File: src/rtl/snapped_window_tracker_hysteresis_core_macros.svh
// Assertion macros shared by the tracker RTL.
`ifndef SNAPPED_WINDOW_TRACKER_HYSTERESIS_CORE_MACROS_SVH
`define SNAPPED_WINDOW_TRACKER_HYSTERESIS_CORE_MACROS_SVH

// Same-cycle implication, disabled while reset is asserted.
`define SWTH_ASSERT_IMPL(label, clk, rstn, ante, cons) \
    label: assert property (@(posedge clk) disable iff (!(rstn)) (ante) |-> (cons)) \
        else $error("%m: same-cycle check failed");

// Next-cycle implication, disabled while reset is asserted.
`define SWTH_ASSERT_NEXT(label, clk, rstn, ante, cons) \
    label: assert property (@(posedge clk) disable iff (!(rstn)) (ante) |=> (cons)) \
        else $error("%m: next-cycle check failed");

`endif

File: src/rtl/swth_pkg.sv
// Types, constants and helper functions for the snapped window tracker.
package swth_pkg;

    localparam int COORD_W    = 16;
    localparam int SIZE_W     = 15;
    localparam int TILE_W     = SIZE_W - 3;
    localparam int CALC_W     = COORD_W + 2;
    localparam int DIV_STEPS  = CALC_W;
    localparam int CNT_W      = $clog2(DIV_STEPS + 1);
    localparam int CFG_IDX_W  = 3;
    localparam int CFG_DATA_W = COORD_W;
    localparam int IN_DATA_W  = 2 * COORD_W;
    localparam int OUT_FLD_W  = 2 * COORD_W + 2 * SIZE_W;
    localparam int OUT_DATA_W = ((OUT_FLD_W + 7) / 8) * 8;
    localparam int OUT_PAD_W  = OUT_DATA_W - OUT_FLD_W;
    localparam int OUT_USER_W = 2;

    // Register indexes
    localparam logic [CFG_IDX_W-1:0] CFG_GRID_MIN_X  = 3'd0;
    localparam logic [CFG_IDX_W-1:0] CFG_GRID_MIN_Y  = 3'd1;
    localparam logic [CFG_IDX_W-1:0] CFG_GRID_SIZE_X = 3'd2;
    localparam logic [CFG_IDX_W-1:0] CFG_GRID_SIZE_Y = 3'd3;
    localparam logic [CFG_IDX_W-1:0] CFG_WINDOW      = 3'd4;

    localparam logic [SIZE_W-1:0] GRID_SIZE_RST = 15'd256;

    typedef logic signed [CALC_W-1:0] calc_t;

    typedef enum logic [3:0] {
        ST_IDLE, ST_SIZE, ST_BOUND, ST_BASE, ST_LAUNCH,
        ST_WAIT, ST_CENTER, ST_FAR, ST_DECIDE, ST_OUT
    } trk_state_t;

    // Which corner the shared snap unit is working on
    typedef enum logic [1:0] {
        SEL_CENTER_X, SEL_CENTER_Y, SEL_VIEWER_X, SEL_VIEWER_Y
    } snap_sel_t;

    typedef enum logic [1:0] {SN_IDLE, SN_DIV, SN_FIX} snap_state_t;

    typedef struct packed {
        logic              start;
        calc_t             a;
        logic [TILE_W-1:0] tile;
        calc_t             lo;
        calc_t             hi;
    } snap_req_t;

    typedef struct packed {
        logic  done;
        calc_t corner;
    } snap_rsp_t;

    function automatic calc_t sext_coord(input logic [COORD_W-1:0] v);
        return calc_t'({{(CALC_W-COORD_W){v[COORD_W-1]}}, v});
    endfunction

    function automatic calc_t zext_size(input logic [SIZE_W-1:0] v);
        return calc_t'({{(CALC_W-SIZE_W){1'b0}}, v});
    endfunction

    function automatic calc_t zext_tile(input logic [TILE_W-1:0] v);
        return calc_t'({{(CALC_W-TILE_W){1'b0}}, v});
    endfunction

    // On an empty range, the low bound is returned only below it; all else gets the high bound
    function automatic calc_t clamp_calc(input calc_t v, input calc_t lo, input calc_t hi);
        calc_t r;
        if (v < lo) begin
            r = lo;
        end else if (v > hi) begin
            r = hi;
        end else begin
            r = v;
        end
        return r;
    endfunction

endpackage

File: src/rtl/swth_snap.sv
// Shared tile-snap unit: serial floor-remainder by the tile, snap down, clamp.
`include "snapped_window_tracker_hysteresis_core_macros.svh"

module swth_snap (
    input  logic                aclk,
    input  logic                aresetn,
    input  swth_pkg::snap_req_t req,
    output swth_pkg::snap_rsp_t rsp
);
    import swth_pkg::*;

    snap_state_t        state_reg, state_next;
    logic [CNT_W-1:0]   cnt_reg;
    calc_t              a_reg, lo_reg, hi_reg, corner_reg;
    calc_t              req_a, rem_ext, tile_ext, fix_c;
    logic [CALC_W-1:0]  mag_reg, mag_start;
    logic [TILE_W-1:0]  tile_reg, rem_reg;
    logic [TILE_W:0]    rem_sh, rem_sub;
    logic               rem_ge, neg_reg, done_reg;

    // Sequencer
    always_comb begin
        state_next = state_reg;
        unique case (state_reg)
            SN_IDLE: if (req.start) state_next = SN_DIV;
            SN_DIV:  if (cnt_reg == CNT_W'(1)) state_next = SN_FIX;
            SN_FIX:  state_next = SN_IDLE;
            default: state_next = SN_IDLE;
        endcase
    end

    // One restoring step per cycle on the magnitude
    always_comb begin
        req_a     = req.a;
        mag_start = req_a[CALC_W-1] ? $unsigned(-req_a) : $unsigned(req_a);
        rem_sh    = {rem_reg, mag_reg[CALC_W-1]};
        rem_ge    = rem_sh >= {1'b0, tile_reg};
        rem_sub   = rem_sh - {1'b0, tile_reg};
    end

    // Floor snap: a - (a mod t) with a nonnegative modulus, then clamp
    always_comb begin
        rem_ext  = zext_tile(rem_reg);
        tile_ext = zext_tile(tile_reg);
        if (!neg_reg) begin
            fix_c = a_reg - rem_ext;
        end else if (rem_reg == '0) begin
            fix_c = a_reg;
        end else begin
            fix_c = a_reg + rem_ext - tile_ext;
        end
    end

    always_ff @(posedge aclk) begin
        if (!aresetn) begin
            state_reg <= SN_IDLE;
            done_reg  <= 1'b0;
        end else begin
            state_reg <= state_next;
            done_reg  <= (state_reg == SN_FIX);
        end
    end

    // Datapath
    always_ff @(posedge aclk) begin
        unique case (state_reg)
            SN_IDLE: begin
                if (req.start) begin
                    a_reg    <= req.a;
                    lo_reg   <= req.lo;
                    hi_reg   <= req.hi;
                    tile_reg <= req.tile;
                    neg_reg  <= req_a[CALC_W-1];
                    mag_reg  <= mag_start;
                    rem_reg  <= '0;
                    cnt_reg  <= CNT_W'(DIV_STEPS);
                end
            end
            SN_DIV: begin
                mag_reg <= {mag_reg[CALC_W-2:0], 1'b0};
                rem_reg <= rem_ge ? rem_sub[TILE_W-1:0] : rem_sh[TILE_W-1:0];
                cnt_reg <= cnt_reg - CNT_W'(1);
            end
            SN_FIX: begin
                corner_reg <= clamp_calc(fix_c, lo_reg, hi_reg);
            end
            default: begin
            end
        endcase
    end

    assign rsp.done   = done_reg;
    assign rsp.corner = corner_reg;

    `SWTH_ASSERT_IMPL(a_start_when_idle, aclk, aresetn, req.start, state_reg == SN_IDLE)
    `SWTH_ASSERT_IMPL(a_done_back_idle, aclk, aresetn, done_reg, state_reg == SN_IDLE)

endmodule

File: src/rtl/snapped_window_tracker_hysteresis_core.sv
// Top level of the snapped window tracker with hysteresis.
//
// Use: each transfer on the s_ channel carries a viewer cell position and a
// valid flag; the block answers with exactly one transfer on the m_ channel
// holding the window corner, window size and the moved / full_grid flags.
// Grid corner, grid size and wanted window edge are set through the cfg_ write
// port; the user must do so while the block is idle, as the block never checks.
// Flow: a full-grid update goes from accept through the size and output states
// to the output register. Otherwise the corner snap runs on one shared unit
// that does a serial remainder by the tile size, one bit per cycle over 18
// bits. A placed window with a valid viewer takes two snaps; the first
// placement takes four (two with an invalid viewer), and an invalid viewer on
// a placed window takes none.
// Throughput: one update at a time; s_tready is high only while idle, and a
// new update is taken while the previous result still waits on m_.
// Reset clears the window state to unplaced and loads the register defaults.
// If the receiver stalls, the finished result waits in the sequencer until
// the output register frees up; nothing is dropped.
`include "snapped_window_tracker_hysteresis_core_macros.svh"

module snapped_window_tracker_hysteresis_core (
    input  logic                               aclk,
    input  logic                               aresetn,
    // input stream
    input  logic                               s_tvalid,
    output logic                               s_tready,
    input  logic [swth_pkg::IN_DATA_W-1:0]     s_tdata,   // viewer_x, viewer_y
    input  logic                               s_tuser,   // viewer_valid
    // result stream
    output logic                               m_tvalid,
    input  logic                               m_tready,
    // window_min_x, window_min_y, window_size_x, window_size_y, zero pad
    output logic [swth_pkg::OUT_DATA_W-1:0]    m_tdata,
    output logic [swth_pkg::OUT_USER_W-1:0]    m_tuser,   // moved, full_grid
    // configuration writes
    input  logic                               cfg_wr_en,
    input  logic [swth_pkg::CFG_IDX_W-1:0]     cfg_index,
    input  logic [swth_pkg::CFG_DATA_W-1:0]    cfg_wdata
);
    import swth_pkg::*;

    trk_state_t          state_reg, state_next;
    snap_sel_t           sel_reg;
    snap_req_t           snap_req;
    snap_rsp_t           snap_rsp;

    logic [COORD_W-1:0]  gmin_x_reg, gmin_y_reg;
    logic [SIZE_W-1:0]   gsize_x_reg, gsize_y_reg, window_reg;
    logic [COORD_W-1:0]  vx_reg, vy_reg, stored_x_reg, stored_y_reg;
    logic                vvalid_reg, placed_reg, far_reg;
    logic [SIZE_W-1:0]   sx_reg, sy_reg;
    logic [TILE_W-1:0]   tile_reg;
    calc_t               hix_reg, hiy_reg, mx_reg, my_reg, cx_reg, cy_reg;

    logic [COORD_W-1:0]  res_x_reg, res_y_reg;
    logic [SIZE_W-1:0]   res_sx_reg, res_sy_reg;
    logic                res_moved_reg, res_full_reg;
    logic                m_tvalid_reg;
    logic [OUT_DATA_W-1:0] m_tdata_reg;
    logic [OUT_USER_W-1:0] m_tuser_reg;

    calc_t               gx, gy, gsx, gsy, tile_ext;
    logic                full_cond, take, moved;
    logic [SIZE_W-1:0]   size_x_calc, size_y_calc;
    logic [TILE_W-1:0]   tile_calc;
    calc_t               op_v, op_lo, op_hi;
    logic [SIZE_W-1:0]   op_size;
    calc_t               dx, dy, adx, ady;
    logic [COORD_W-1:0]  nx, ny;
    logic                out_hold;

    // Configuration registers
    always_ff @(posedge aclk) begin
        if (!aresetn) begin
            gmin_x_reg  <= '0;
            gmin_y_reg  <= '0;
            gsize_x_reg <= GRID_SIZE_RST;
            gsize_y_reg <= GRID_SIZE_RST;
            window_reg  <= '0;
        end else if (cfg_wr_en) begin
            unique case (cfg_index)
                CFG_GRID_MIN_X:  gmin_x_reg  <= cfg_wdata;
                CFG_GRID_MIN_Y:  gmin_y_reg  <= cfg_wdata;
                CFG_GRID_SIZE_X: gsize_x_reg <= cfg_wdata[SIZE_W-1:0];
                CFG_GRID_SIZE_Y: gsize_y_reg <= cfg_wdata[SIZE_W-1:0];
                CFG_WINDOW:      window_reg  <= cfg_wdata[SIZE_W-1:0];
                default: begin
                end
            endcase
        end
    end

    // Grid terms, window size and tile
    always_comb begin
        gx          = sext_coord(gmin_x_reg);
        gy          = sext_coord(gmin_y_reg);
        gsx         = zext_size(gsize_x_reg);
        gsy         = zext_size(gsize_y_reg);
        tile_ext    = zext_tile(tile_reg);
        full_cond   = (window_reg == '0) ||
                      ((window_reg >= gsize_x_reg) && (window_reg >= gsize_y_reg));
        size_x_calc = (window_reg < gsize_x_reg) ? window_reg : gsize_x_reg;
        size_y_calc = (window_reg < gsize_y_reg) ? window_reg : gsize_y_reg;
        tile_calc   = (window_reg[SIZE_W-1:3] == '0) ? TILE_W'(1) : window_reg[SIZE_W-1:3];
    end

    // Operand select for the shared snap unit
    always_comb begin
        unique case (sel_reg)
            SEL_CENTER_X: begin
                op_v = gx + zext_size(gsize_x_reg >> 1); op_size = sx_reg;
                op_lo = gx; op_hi = hix_reg;
            end
            SEL_CENTER_Y: begin
                op_v = gy + zext_size(gsize_y_reg >> 1); op_size = sy_reg;
                op_lo = gy; op_hi = hiy_reg;
            end
            SEL_VIEWER_X: begin
                op_v = sext_coord(vx_reg); op_size = sx_reg;
                op_lo = gx; op_hi = hix_reg;
            end
            SEL_VIEWER_Y: begin
                op_v = sext_coord(vy_reg); op_size = sy_reg;
                op_lo = gy; op_hi = hiy_reg;
            end
            default: begin
                op_v = gx; op_size = sx_reg; op_lo = gx; op_hi = hix_reg;
            end
        endcase
        snap_req.start = (state_reg == ST_LAUNCH);
        snap_req.a     = op_v - zext_size(op_size >> 1) + zext_tile(tile_reg >> 1);
        snap_req.tile  = tile_reg;
        snap_req.lo    = op_lo;
        snap_req.hi    = op_hi;
    end

    swth_snap u_snap (
        .aclk    (aclk),
        .aresetn (aresetn),
        .req     (snap_req),
        .rsp     (snap_rsp)
    );

    // Drift from the window center and move decision
    always_comb begin
        dx    = sext_coord(vx_reg) - (mx_reg + zext_size(sx_reg >> 1));
        dy    = sext_coord(vy_reg) - (my_reg + zext_size(sy_reg >> 1));
        adx   = dx[CALC_W-1] ? -dx : dx;
        ady   = dy[CALC_W-1] ? -dy : dy;
        take  = vvalid_reg && (!placed_reg ||
                (far_reg && ((cx_reg != mx_reg) || (cy_reg != my_reg))));
        nx    = take ? cx_reg[COORD_W-1:0] : mx_reg[COORD_W-1:0];
        ny    = take ? cy_reg[COORD_W-1:0] : my_reg[COORD_W-1:0];
        moved = !placed_reg || (nx != stored_x_reg) || (ny != stored_y_reg);
    end

    // Next state
    always_comb begin
        state_next = state_reg;
        unique case (state_reg)
            ST_IDLE:   if (s_tvalid) state_next = ST_SIZE;
            ST_SIZE:   state_next = full_cond ? ST_OUT : ST_BOUND;
            ST_BOUND:  state_next = ST_BASE;
            ST_BASE:   state_next = placed_reg ? ST_CENTER : ST_LAUNCH;
            ST_LAUNCH: state_next = ST_WAIT;
            ST_WAIT: begin
                if (snap_rsp.done) begin
                    unique case (sel_reg)
                        SEL_CENTER_X: state_next = ST_LAUNCH;
                        SEL_CENTER_Y: state_next = ST_CENTER;
                        SEL_VIEWER_X: state_next = ST_LAUNCH;
                        SEL_VIEWER_Y: state_next = ST_DECIDE;
                        default:      state_next = ST_DECIDE;
                    endcase
                end
            end
            ST_CENTER: state_next = ST_FAR;
            ST_FAR:    state_next = vvalid_reg ? ST_LAUNCH : ST_DECIDE;
            ST_DECIDE: state_next = ST_OUT;
            ST_OUT:    if (!m_tvalid_reg || m_tready) state_next = ST_IDLE;
            default:   state_next = ST_IDLE;
        endcase
    end

    // Handshake outputs
    always_comb begin
        s_tready = (state_reg == ST_IDLE);
        m_tvalid = m_tvalid_reg;
        m_tdata  = m_tdata_reg;
        m_tuser  = m_tuser_reg;
        out_hold = (state_reg == ST_OUT) && m_tvalid_reg && !m_tready;
    end

    // Control state
    always_ff @(posedge aclk) begin
        if (!aresetn) begin
            state_reg    <= ST_IDLE;
            placed_reg   <= 1'b0;
            stored_x_reg <= '0;
            stored_y_reg <= '0;
            m_tvalid_reg <= 1'b0;
        end else begin
            state_reg <= state_next;
            if (state_reg == ST_SIZE && full_cond) begin
                placed_reg <= 1'b0;
            end
            if (state_reg == ST_DECIDE) begin
                placed_reg   <= 1'b1;
                stored_x_reg <= nx;
                stored_y_reg <= ny;
            end
            if (state_reg == ST_OUT && (!m_tvalid_reg || m_tready)) begin
                m_tvalid_reg <= 1'b1;
            end else if (m_tready) begin
                m_tvalid_reg <= 1'b0;
            end
        end
    end

    // Datapath
    always_ff @(posedge aclk) begin
        unique case (state_reg)
            ST_IDLE: begin
                if (s_tvalid) begin
                    vx_reg     <= s_tdata[COORD_W-1:0];
                    vy_reg     <= s_tdata[2*COORD_W-1:COORD_W];
                    vvalid_reg <= s_tuser;
                end
            end
            ST_SIZE: begin
                sx_reg   <= size_x_calc;
                sy_reg   <= size_y_calc;
                tile_reg <= tile_calc;
                if (full_cond) begin
                    res_x_reg     <= gmin_x_reg;
                    res_y_reg     <= gmin_y_reg;
                    res_sx_reg    <= gsize_x_reg;
                    res_sy_reg    <= gsize_y_reg;
                    res_moved_reg <= 1'b0;
                    res_full_reg  <= 1'b1;
                end
            end
            ST_BOUND: begin
                hix_reg <= gx + gsx - zext_size(sx_reg);
                hiy_reg <= gy + gsy - zext_size(sy_reg);
            end
            ST_BASE: begin
                sel_reg <= SEL_CENTER_X;
                mx_reg  <= clamp_calc(sext_coord(stored_x_reg), gx, hix_reg);
                my_reg  <= clamp_calc(sext_coord(stored_y_reg), gy, hiy_reg);
            end
            ST_WAIT: begin
                if (snap_rsp.done) begin
                    unique case (sel_reg)
                        SEL_CENTER_X: begin
                            mx_reg  <= snap_rsp.corner;
                            sel_reg <= SEL_CENTER_Y;
                        end
                        SEL_CENTER_Y: my_reg <= snap_rsp.corner;
                        SEL_VIEWER_X: begin
                            cx_reg  <= snap_rsp.corner;
                            sel_reg <= SEL_VIEWER_Y;
                        end
                        SEL_VIEWER_Y: cy_reg <= snap_rsp.corner;
                        default: begin
                        end
                    endcase
                end
            end
            ST_CENTER: begin
                // corner wraps to the coordinate width
                mx_reg <= sext_coord(mx_reg[COORD_W-1:0]);
                my_reg <= sext_coord(my_reg[COORD_W-1:0]);
            end
            ST_FAR: begin
                far_reg <= (adx > tile_ext) || (ady > tile_ext);
                sel_reg <= SEL_VIEWER_X;
            end
            ST_DECIDE: begin
                res_x_reg     <= nx;
                res_y_reg     <= ny;
                res_sx_reg    <= sx_reg;
                res_sy_reg    <= sy_reg;
                res_moved_reg <= moved;
                res_full_reg  <= 1'b0;
            end
            ST_OUT: begin
                if (!m_tvalid_reg || m_tready) begin
                    m_tdata_reg <= {{OUT_PAD_W{1'b0}}, res_sy_reg, res_sx_reg,
                                    res_y_reg, res_x_reg};
                    m_tuser_reg <= {res_full_reg, res_moved_reg};
                end
            end
            default: begin
            end
        endcase
    end

    `SWTH_ASSERT_NEXT(a_busy_after_accept, aclk, aresetn, s_tvalid && s_tready, !s_tready)
    `SWTH_ASSERT_NEXT(a_result_waits, aclk, aresetn, out_hold, state_reg == ST_OUT)
    `SWTH_ASSERT_IMPL(a_flags_exclusive, aclk, aresetn, m_tvalid_reg, !(&m_tuser_reg))

endmodule
File: config.mk
export PLATFORM = sky130hd
export DESIGN_NAME = snapped_window_tracker_hysteresis_core
export DESIGN_NICKNAME = d
export VERILOG_FILES = /design/src/rtl/swth_pkg.sv /design/src/rtl/swth_snap.sv /design/src/rtl/snapped_window_tracker_hysteresis_core.sv
export VERILOG_INCLUDE_DIRS = /design/src /design/src/rtl
export SDC_FILE = /design/constraint.sdc
export NUM_CORES = 2
export LEC_CHECK = 0
export BUFFER_PORTS_ARGS = -buffer_cell sky130_fd_sc_hd__buf_2
export CAP_MARGIN = 15
export CORE_AREA = 2 2 291 293
export CTS_CLUSTER_DIAMETER = 50
export DETAILED_ROUTE_END_ITERATION = 8
export DIE_AREA = 0 0 293 295
export GPL_TIMING_DRIVEN = 0
export PLACE_DENSITY_LB_ADDON = 0.08
export SYNTH_ARGS = -nofsm -noshare
export SYNTH_HDL_FRONTEND = slang
export SYNTH_HIERARCHICAL = 1
export SYNTH_SLANG_ARGS = --single-unit
File: constraint.sdc
create_clock -name aclk -period 8.1 [get_ports aclk]
set_clock_uncertainty 0.15 [all_clocks]
set_input_delay 0.405 -clock aclk [delete_from_list [all_inputs] [get_ports aclk]]
set_output_delay 0.405 -clock aclk [all_outputs]
set_load 0.01 [all_outputs]
==> results.py <==
metrics = {
    "timing": {
        "drv_slew": 0,
        "worst_slew_pin_slew_ps": 1220,
        "setup_viol_count_final": 0,
        "fmax_ghz": 0.136,
        "finalHoldViolCount": 0,
        "fin_crit_sh_pct": 90.6,
        "relSlewSlack_pct": 18.2,
        "rsz0062_at_grt": "no",
        "finalCriticalPeriod_ps": 7340,
    },
    "pwr": {
        "power_density_nw_per_um2": 245,
        "cellLeakagePower_nw": 17.6,
        "peakVddDrop_mv": 0.214,
        "power.total_mw": 10.5,
    },
    "layout": {
        "layout_commonest_cell": "inv_1",
        "final_cell_mix": "inv_1 (446), edfxtp_1 (433), nand2_1 (397), ha_1 (329), o21ai_0 (286)",
        "final_nets": 4500,
        "finalNonFillerCells": 5176,
        "synthToLayoutAreaGrowth_pct": 15.1,
        "drive_above_1_share_pct": 9.84,
        "fin_util_pct": 51.3,
        "num_antenna_cells": 0,
        "largest_reg_flops": 62,
    },
    "placed_design": {
        "gp_congestion": 1.03,
        "dp_cells": 4979,
        "port_buffers": 122,
        "hpwl_um": 110000,
    },
    "floorplanning": {
        "core-area_um2": 83200,
        "die-area_um2": 86400,
        "rows": 106,
        "die-height_um": 295,
        "num_io_pins": 125,
        "initial_core_util_pct": 44.6,
        "die_w_um": 293,
    },
    "logic_synthesis": {
        "ys_ff_latch": 551,
        "yosys.cell_types.count": 96,
        "synth_area_leader_cell": "edfxtp_1",
        "avgSynthCellArea_um2": 9.89,
        "seq_area_frac_synth_pct": 41.4,
        "ys_async_sr_fraction_pct": 0,
        "ys_warn_count": 6,
        "synth_edf_count": 433,
        "ys.flop_type": "edfxtp_1",
        "syn-cell-area_um2": 37100,
        "synth_area_leaders": "edfxtp_1 (35%), ha_1 (11%), dfxtp_1 (6.4%)",
        "synth_top_area_share_pct": 35.1,
        "synth_cells": 3752,
    },
    "clock_network": {
        "cts_hold_buf": 49,
        "cts.sink_count": 551,
        "cts_buffers": 79,
        "clkTransAtPathRegs_ps": 60,
        "htreeDepth": 3,
        "cts_tree": "yes",
        "cts-resized-gates": 0,
        "clock_latency_ps": 670,
        "clock-root-buffer": "clkbuf_16",
        "cts_setup_buffers": 0,
        "clk_path_buf_depth": 3,
    },
    "setup_path": {
        "crit_path_top_delay_cell": "or4_1",
        "cpPeakStageDelay_ps": 670,
        "critPathKind": "reg2reg",
        "cpMostUsedCell": "o21ai_0",
        "cp.depth": 20,
        "critPathCapture": "u_snap/mag_reg[17]",
        "crit_chain": "clkbuf_1, clkbuf_1, mux4_2, fa_1, inv_1, fa_1, nor2b_1, o21ai_0, a21boi_0, o21ai_0, a21boi_0, o21ai_0, a21boi_0, o21ai_0, a21oi_1, or4_1, nand4_1, or4_1, or4b_2, o21ai_0",
        "rr_worst_depth": 20,
        "path_max_fanout": 10,
        "crit_family": "simple AND/OR/NAND/NOR gates",
        "cp.arrival_ps": 7670,
        "r2r-end": "u_snap/mag_reg[17]",
        "cp-end-kind": "register",
        "crit_start": "sel_reg[0]",
        "worstPathRequired_ps": 8430,
        "start_kind": "register",
        "crit-reg2reg-launch": "sel_reg[0]",
        "ff2ff_setup_slack_ps": 760,
        "crit_buf_inv": 3,
    },
    "routing": {
        "routed_via_density": 5.81,
        "antenna_left": 0,
        "drc": 0,
        "dr_total_vias": 30065,
        "wl_per_cell_um": 26.8,
        "routed_wl_um": 139000,
        "drt_first_pass_iters": 5,
        "drtIter0Drc": 3123,
    },
    "status": {
        "outcome": "complete, no violations",
    },
    "global_route": {
        "gr-total-overflow": 0,
        "grt_start_max_net_pins": 53,
        "antenna_found_initial": 7,
        "first_global_vias": 28469,
        "grt_use_total_pct": 31.9,
        "grt_pass1_wl_um": 197000,
    },
    "flow_run": {
        "drv_cap": 0,
    },
    "min_path": {
        "hold_path_class": "in2reg",
    },
}
-- where the power goes --
part | internal (mW) | leakage (nW) | switching [mW]
logic | 1.25 | 11.3 | 1.97
clock network | 2.21 | 1.35 | 1.45
registers | 3.35 | 4.93 | 0.226
-- worst min-delay path by stage --
stage / from / to / slack (ps) / cells after the start
finish: aresetn / u_snap/state_reg[0] / 40 / 2
CTS: aresetn / u_snap/state_reg[0] / 2 / 2
global route: aresetn / u_snap/state_reg[0] / 30 / 2
floorplan: res_x_reg[0] / m_tdata[0] / 250 / 0
detailed placement: res_sx_reg[8] / m_tdata[40] / 250 / 0
global placement: res_sx_reg[9] / m_tdata[41] / 250 / 0
-- routing by layer --
metal | GRT usage, % | wire length, um | vias to the layer above
met5 | 0 | 0 | -
met4 | 16.2 | 7940 | 0
met3 | 5.14 | 10400 | 275
met2 | 47.5 | 58900 | 1289
met1 | 45.0 | 61400 | 14617
li1 | - | - | 13884
-- cells in the mapped netlist (all sizes together) (83+ instances only) --
cell type,number
a21boi,93
a21o,83
a21oi,212
clkbuf,106
dfxtp,118
edfxtp,433
fa,85
ha,329
inv,446
nand2,399
nor2,200
o21ai,288
xnor2,157
-- cell type report --
type	count	area, um^2
Fill cell	7775	40500
Buffer	126	514
Inverter	448	1680
Tap cell	1080	1350
Clock buffer	96	2110
Sequential cell	551	15400
Clock inverter	52	679
Timing Repair Buffer	195	1410
Multi-Input combinational cell	2628	19600
-- stage by stage --
stage / cell area (um^2) / setup slack [ps] / hold WS (ps) / setup TNS [ps]
global route: 42700 / 420 / 25.2 / 0
detailed placement: 39400 / 931 / 255 / 0
finish: 42700 / 761 / 39.9 / 0
floorplan: 37100 / 760 / 250 / 0
global placement: 39100 / -3430 / 251 / -508100
CTS: 42700 / 883 / 2.23 / 0
-- logic make-up (layout without fill, tap and decap cells) --
group                    Yosys count  in the layout  share of synthesized area, %
flip-flops                       551            551                          41.4
other                              1              2                        0.0101
adder cells (fa/ha/maj)          414            414                          15.7
XOR/XNOR                         219            219                          5.17
multiplexers                     134            134                          4.12
AO/OA/AOI/OAI                    917            917                          15.7
AND/OR/NAND/NOR                  942            942                          11.9
buffers and inverters            574            917                          5.92
Power figures use the tool's default switching activity.
